**src/rtl/hmw_ram.sv**
```systemverilog
// ----------------------------------------------------------------------------
// hmw_ram
// Generic single-write, single-read RAM with registered read data.
// ----------------------------------------------------------------------------
module hmw_ram #(
  parameter int WIDTH = 8,
  parameter int DEPTH = 16
) (
  input  logic                     clk,
  input  logic                     we,
  input  logic [$clog2(DEPTH)-1:0] waddr,
  input  logic [WIDTH-1:0]         wdata,
  input  logic                     re,
  input  logic [$clog2(DEPTH)-1:0] raddr,
  output logic [WIDTH-1:0]         rdata
);

  logic [WIDTH-1:0] mem [DEPTH];
  logic [WIDTH-1:0] rdata_r;

  always_ff @(posedge clk) begin
    if (we) begin
      mem[waddr] <= wdata;
    end
  end

  // read data holds while no read is issued
  always_ff @(posedge clk) begin
    if (re) begin
      rdata_r <= mem[raddr];
    end
  end

  assign rdata = rdata_r;

endmodule

```
**config.mk**
```make
export PLATFORM = sky130hd
export DESIGN_NAME = hmw_ram
export DESIGN_NICKNAME = d
export VERILOG_FILES = /design/src/rtl/hmw_ram.sv
export SDC_FILE = /design/constraint.sdc
export NUM_CORES = 1
export LEC_CHECK = 0
export BUFFER_PORTS_ARGS = -buffer_cell sky130_fd_sc_hd__buf_2
export CAP_MARGIN = 0
export CORE_MARGIN = 4
export CORE_UTILIZATION = 37
export CTS_BUF_LIST = sky130_fd_sc_hd__clkbuf_16
export DETAILED_ROUTE_END_ITERATION = 6
export PLACE_DENSITY = 0.56
export SLEW_MARGIN = 10
export SYNTH_ARGS = -nofsm -noshare
export SYNTH_HDL_FRONTEND = slang
export SYNTH_SLANG_ARGS = --single-unit
```
**constraint.sdc**
```tcl
create_clock -name clk -period 2.1 [get_ports clk]
set_input_delay 0.21 -clock clk [delete_from_list [all_inputs] [get_ports clk]]
set_output_delay 0.21 -clock clk [all_outputs]
set_load 0.02 [all_outputs]
```
* Word level (Yosys, flattened, before mapping)
Memory sizes are Yosys's and may differ from the RTL's. A register that Yosys moved wholly into a read port is not among the register bits. Cells that the tools add are included.
Storage, ports and cells: register bits 0, bits in latches 0, memory bits (writable) 128, bits in read-only memories 0, input bits 19, output and inout port bits 8, word-level logic and storage cells 3, memories 1
Cells by class: $add $sub $neg 0, $mul 0, divide/modulo/power cells 0, magnitude comparators 0, eq/ne operators 0, shift operators 0, mux-type cells 2, bitwise gates (word level) 0, reductions and logical operators 0
Memories:
- mem | words 16, width 8, read ports 1, clocked after Yosys merged registers in 1, write ports 1, RTL line 18 | logic [WIDTH-1:0] mem [DEPTH];
Operators with widths (number):
- 2-to-1 mux 1 bit | 2

* Logic depth before layout (Yosys ltp)
Gate-level depths: netlist (run 1).
depth in word-level cells 2, gate-level depth with buffers 5, gate-level depth less buffers 3

* Least setup slack after synthesis (run 1)
OpenSTA, ideal clock, no wires.
path kind in2reg, start point input port waddr[2], end point memory mem[0][0], enable pin, library setup time 383 ps, arrival time 1320 ps, data required time 1717 ps, setup slack 397 ps, cell stages on the path 2, buffers on the path 0, path through or3b_2 > nor3_1
RTL lines:
- start: declaration | RTL line 11 | input logic [$clog2(DEPTH)-1:0] waddr,
- end: declaration | RTL line 18
No word-level cell before the write port.

==> results of run 1 <==
==> path summary, 6_finish.rpt <==
kind         endpoint  depth (start not counted)
max          rdata[7]                          3
min          rdata[3]                          1
max reg2reg  rdata[7]                          3
min reg2reg  rdata[2]                          3
==> cells by family (layout without fill, tap and decap cells) <==
kind of cell	count (synthesis)	in the layout
multiplexers	32	32
buffers and inverters	10	79
AND/OR/NAND/NOR	35	35
AO/OA/AOI/OAI	16	16
flip-flops	136	136
==> cell usage after synthesis, types with 2 or more instances <==
library cell and count:
edfxtp_1 136, mux4_2 18, a22oi_1 16, mux4_1 14, nor2_1 13, nand2_1 9
nor3_1 4, buf_2 3, buf_6 3, clkdlybuf4s25_2 3, nand2b_1 2, nand3b_1 2
==> final cells by class <==
class | count | area share (%)
clock buffers | 17 | 6.86
well taps | 180 | 3.63
repair buffers | 47 | 5.04
multi-input cells | 83 | 17.0
flip-flops and latches | 136 | 65.9
clock inverters | 15 | 1.55
==> per-stage QoR <==
stage                     power (mW)  worst slack, ns
final                           5.97            0.577
after global routing            6.18            0.527
after CTS                       6.05            0.571
after detailed placement        3.44            0.264
after global placement          3.43            0.278
after floorplan                 3.30            0.397
==> worst max-delay path, cell delays in order (launching register included) <==
cell and delay [ns]:
edfxtp_1 0.37, mux4_2 0.48, a22oi_1 0.24, nand2_1 0.15
==> report_power, final <==
group	switching, mW	internal [mW]	total, mW
clock network	1.02	1.58	2.60
registers	0.0165	3.06	3.08
logic	0.173	0.122	0.295
==> registers in the layout, summed over array words and instances, names as in the netlist <==
register and count:
mem 128, rdata 8
==> layer usage <==
layer,global-route usage (%),vias up
met1,18.7,1282
li1,-,1094
met2,21.4,68
met5,0,-
met4,6.06,4
met3,4.46,16
==> results.json, run 1 <==
{
  "drtPass1Iterations": 4,
  "grt_usage_pct": 14.1,
  "drive_gt1_share_pct": 30.5,
  "max_slew_margin_pct": 71.1,
  "synth_top_family_by_area": "multiplexers",
  "fillers": 1200,
  "antenna_left": 0,
  "hold_path_class": "input port to flip-flop",
  "grt_pass1_wl_microns": 16100,
  "worstPathMaxFanout": 1,
  "synthAdderAreaFrac_pct": 0,
  "clock-sinks": 136,
  "top_signal_layer_used": "met5",
  "yosys.area.top_type": "edfxtp_1",
  "root_buffer": "clkbuf_16",
  "cts.reportedPaths.clkPinSlew_ns": 0.05,
  "post_cts_buffers": 0,
  "synthArstFlopShare_pct": 0,
  "ys_types": 18,
  "multiInputGateArea_sq_mm": 0.00106,
  "powerDensity_mw_per_mm2": 963,
  "max_freq_ghz": 0.656,
  "postLayoutCellArea_sq_mm": 0.00620,
  "grt_pass1_vias": 2594,
  "synth_compound_area_share_pct": 2.30,
  "gp_congestion": 0.732,
  "skew_ns": 0.00548,
  "wl_met1_microns": 4540,
  "cp_data_arrival_time_ns": 1.66,
  "synth_edf_count": 136,
  "port_buffers": 26,
  "clk_latency_ns": 0.41,
  "yosysWarningCount": 0,
  "cp.required_ns": 2.23,
  "synth_nets": 248,
  "synth_area_leaders": "edfxtp_1 78%, mux4_2 7.8%, mux4_1 7.0%, a22oi_1 2.3%, nor2_1 0.93%",
  "wl_met2_microns": 5150,
  "grt_max_degree": 33,
  "dr_total_vias": 2464,
  "syn_inst": 229,
  "cts_buffer_depth": 2,
  "rsz0062_at_grt": "false",
  "worst_setup_path_end_kind": "flip-flop",
  "cts-resized-gates": 0,
  "utilization_pct": 44.7,
  "status": "finished, final reports clean",
  "ys_seq_elements": 136,
  "area_growth_pct": 18.6,
  "antenna_found_initial": 2,
  "numCtsBuffers": 17,
  "final_cell_mix": "136 x edfxtp_1, 26 x buf_2, 19 x buf_4, 18 x mux4_2, 17 x clkbuf_16",
  "mostFrequentLayoutCell": "edfxtp_1",
  "antennaDiodeCount": 0,
  "coreArea_sq_mm": 0.0139,
  "ys_seq_area_share_pct": 78.1,
  "synthSimpleGateAreaFrac_pct": 3.14,
  "ys.flop_type": "edfxtp_1",
  "syn_area_per_cell_sq_um": 22.8,
  "period_share_pct": 72.5,
  "setup_viol": 0,
  "timing.hold.ws_ns": 0.173,
  "wl_microns": 10500,
  "finalHoldViolations": 0,
  "die_w_microns": 127,
  "cts_tree": "yes",
  "critical_path_class": "flip-flop to flip-flop",
  "worstMarginPinSlew_ns": 0.434,
  "rows": 43,
  "met3_length_microns": 619,
  "dieArea_sq_mm": 0.0161,
  "cp-startpoint": "mem[3][7]",
  "final_cells": 478,
  "fin_crit_ns": 1.52,
  "ir_drop_v": 0.000488,
  "drv_cap": 0,
  "nets": 304,
  "leakagePower_nw": 2.10,
  "seq_area_sq_mm": 0.00408,
  "cp-start-kind": "flip-flop",
  "io_pins": 27,
  "die_h_microns": 127,
  "synth_mux_area_share_pct": 14.8,
  "synth_top_area_share_pct": 78.1,
  "h-tree-depth": 4,
  "vias_per_cell": 5.15,
  "worst-r2r-setup-slack_ns": 0.58,
  "placed_area_sq_mm": 0.00568,
  "wl_per_cell_microns": 21.9,
  "dp_cells": 446,
  "worstReg2RegStart": "mem[3][7]",
  "remaining_drc_errors": 0,
  "syn_area_sq_mm": 0.00523,
  "worstHoldStart": "re",
  "setup_tns_ns": 0,
  "drtIter0Drc": 180,
  "hpwl_microns": 6600,
  "grt_overflow": 0,
  "synth-xor-area-share_pct": 0,
  "holdBufCountCts": 0,
  "drv_slew": 0,
  "initial_utilization_pct": 37.7
}
No activity file was read; power rests on OpenSTA's default activity.
==> run 2: changes to the inputs <==
==> constraint.sdc (replaced) <==
create_clock -name clk -period 1.44 [get_ports clk]
set_input_delay 0.144 -clock clk [delete_from_list [all_inputs] [get_ports clk]]
set_output_delay 0.144 -clock clk [all_outputs]
set_load 0.02 [all_outputs]
==> run 2 against run 1 <==
Compared with the run above:
- wire length increased by 6.8%
- global-route usage increased by 0.81 points
- highest routed layer is now met4
- critical path depth unchanged
- largest cell class unchanged
==> results.json, run 2 (synthesis results as in run 1) <==
{
  "use_met2_pct": 21.6,
  "worst-path-stages": 3,
  "cts.reportedPaths.clkPinSlew_ns": 0.06,
  "grt_pass1_vias": 2610,
  "area_growth_pct": 20.4,
  "largest-register": "mem",
  "initial_utilization_pct": 37.7,
  "cp_data_arrival_time_ns": 1.57,
  "path_cells": "mux4_2 -> a22oi_2 -> nand2_1",
  "max_slew_margin_pct": 36.2,
  "utilization_pct": 45.3,
  "wl_microns": 11200,
  "postLayoutCellArea_sq_mm": 0.00629,
  "skew_ns": 0.00625,
  "vias_per_cell": 5.21,
  "worstPathMaxFanout": 1,
  "cp_slowest_cell": "mux4_2",
  "fin_crit_ns": 1.42,
  "fillers": 1187,
  "worst_setup_path_end_kind": "flip-flop",
  "grt_usage_pct": 14.9,
  "gp_congestion": 0.692,
  "holdPathStages": 1,
  "cp-start-kind": "flip-flop",
  "grt_use_met3_pct": 4.04,
  "mostFrequentLayoutCell": "edfxtp_1",
  "reg2reg_depth": 3,
  "placed_area_sq_mm": 0.00575,
  "critical_path_class": "flip-flop to flip-flop",
  "critPathBufInv": 0,
  "rows": 43,
  "cts_tree": "yes",
  "cp.required_ns": 1.60,
  "dieArea_sq_mm": 0.0161,
  "remaining_drc_errors": 0,
  "die_h_microns": 127,
  "hold_path_class": "input port to flip-flop",
  "grt_pass1_wl_microns": 16900,
  "h-tree-depth": 4,
  "nets": 311,
  "pre_cts_slack_ns": -0.354,
  "grt_max_degree": 20,
  "gr-max-usage-layer": "met2",
  "antennaDiodeCount": 0,
  "antenna_left": 0,
  "worst-r2r-setup-slack_ns": 0.02,
  "cp_top_family": "multiplexers",
  "drive_gt1_share_pct": 37.7,
  "port_buffers": 26,
  "final_cell_mix": "136 x edfxtp_1, 26 x buf_2, 25 x mux4_2, 25 x buf_4, 17 x clkbuf_16",
  "drv_cap": 0,
  "max_stage_delay_ns": 0.52,
  "clk_latency_ns": 0.41,
  "holdBufCountCts": 0,
  "io_pins": 27,
  "hpwl_microns": 7040,
  "root_buffer": "clkbuf_16",
  "antenna_found_initial": 0,
  "drtIter0Drc": 225,
  "fin_ws_ns": 0.0213,
  "cts_buffer_depth": 2,
  "period_share_pct": 98.5,
  "worstMarginPinSlew_ns": 0.954,
  "grtUsageMet1_pct": 21.6,
  "clock-sinks": 136,
  "setup_viol": 0,
  "die_w_microns": 127,
  "dr_total_vias": 2526,
  "rsz0062_at_grt": "true",
  "coreArea_sq_mm": 0.0139,
  "status": "finished, final reports clean",
  "largest_reg_flops": 128,
  "finalHoldViolations": 0,
  "max_freq_ghz": 0.705,
  "numCtsBuffers": 17,
  "ir_drop_v": 0.000592,
  "powerDensity_mw_per_mm2": 1390,
  "drv_slew": 0,
  "drtPass1Iterations": 4,
  "leakagePower_nw": 2.10,
  "wl_per_cell_microns": 23.1,
  "grt_overflow": 0
}
run 2: final cells by class:
| cell class | count | area (sq um) | area share (%) |
|---|---|---|---|
| well taps | 180 | 225 | 3.58 |
| clock inverters | 15 | 95.1 | 1.51 |
| flip-flops and latches | 136 | 4080 | 64.9 |
| repair buffers | 54 | 378 | 6.00 |
| clock buffers | 17 | 425 | 6.76 |
| multi-input cells | 83 | 1090 | 17.3 |
run 2: routing by layer:
metal | wire (microns) | share of wire (%) | up-vias
met5 | 0 | 0 | -
met4 | 139 | 1.2 | 0
met3 | 452 | 4.0 | 14
met2 | 5170 | 46 | 62
met1 | 5420 | 48 | 1348
li1 | - | - | 1102
run 2: power by group:
part / total [mW] / internal, mW / switching, mW
combinational: 0.490 / 0.205 / 0.285
sequential: 4.49 / 4.46 / 0.0241
clock: 3.78 / 2.30 / 1.48
total: 8.76 / 6.97 / 1.79
run 2: final timing paths:
kind               from  endpoint
max          mem[11][6]  rdata[6]
min                  re  rdata[1]
max reg2reg  mem[11][6]  rdata[6]
min reg2reg  mem[15][5]  rdata[5]
run 2: through the flow:
stage	setup TNS (ns)	std cells	power, mW	hold WS (ns)
2_1_floorplan	0	229	4.81	0.243
3_3_place_gp	-2.08	453	5.03	0.544
3_5_place_dp	-2.15	453	5.05	0.543
4_1_cts	-0.0100	485	8.85	0.107
5_1_grt	-0.120	485	9.08	0.102
6_report	0	485	8.76	0.120
run 2: repair_timing:
action / in CTS / in global routing
setup endpoints to repair: 6 / 8
buffers inserted: 0 / 0
resized for setup: 10 / 7
pin swaps: 3 / 9
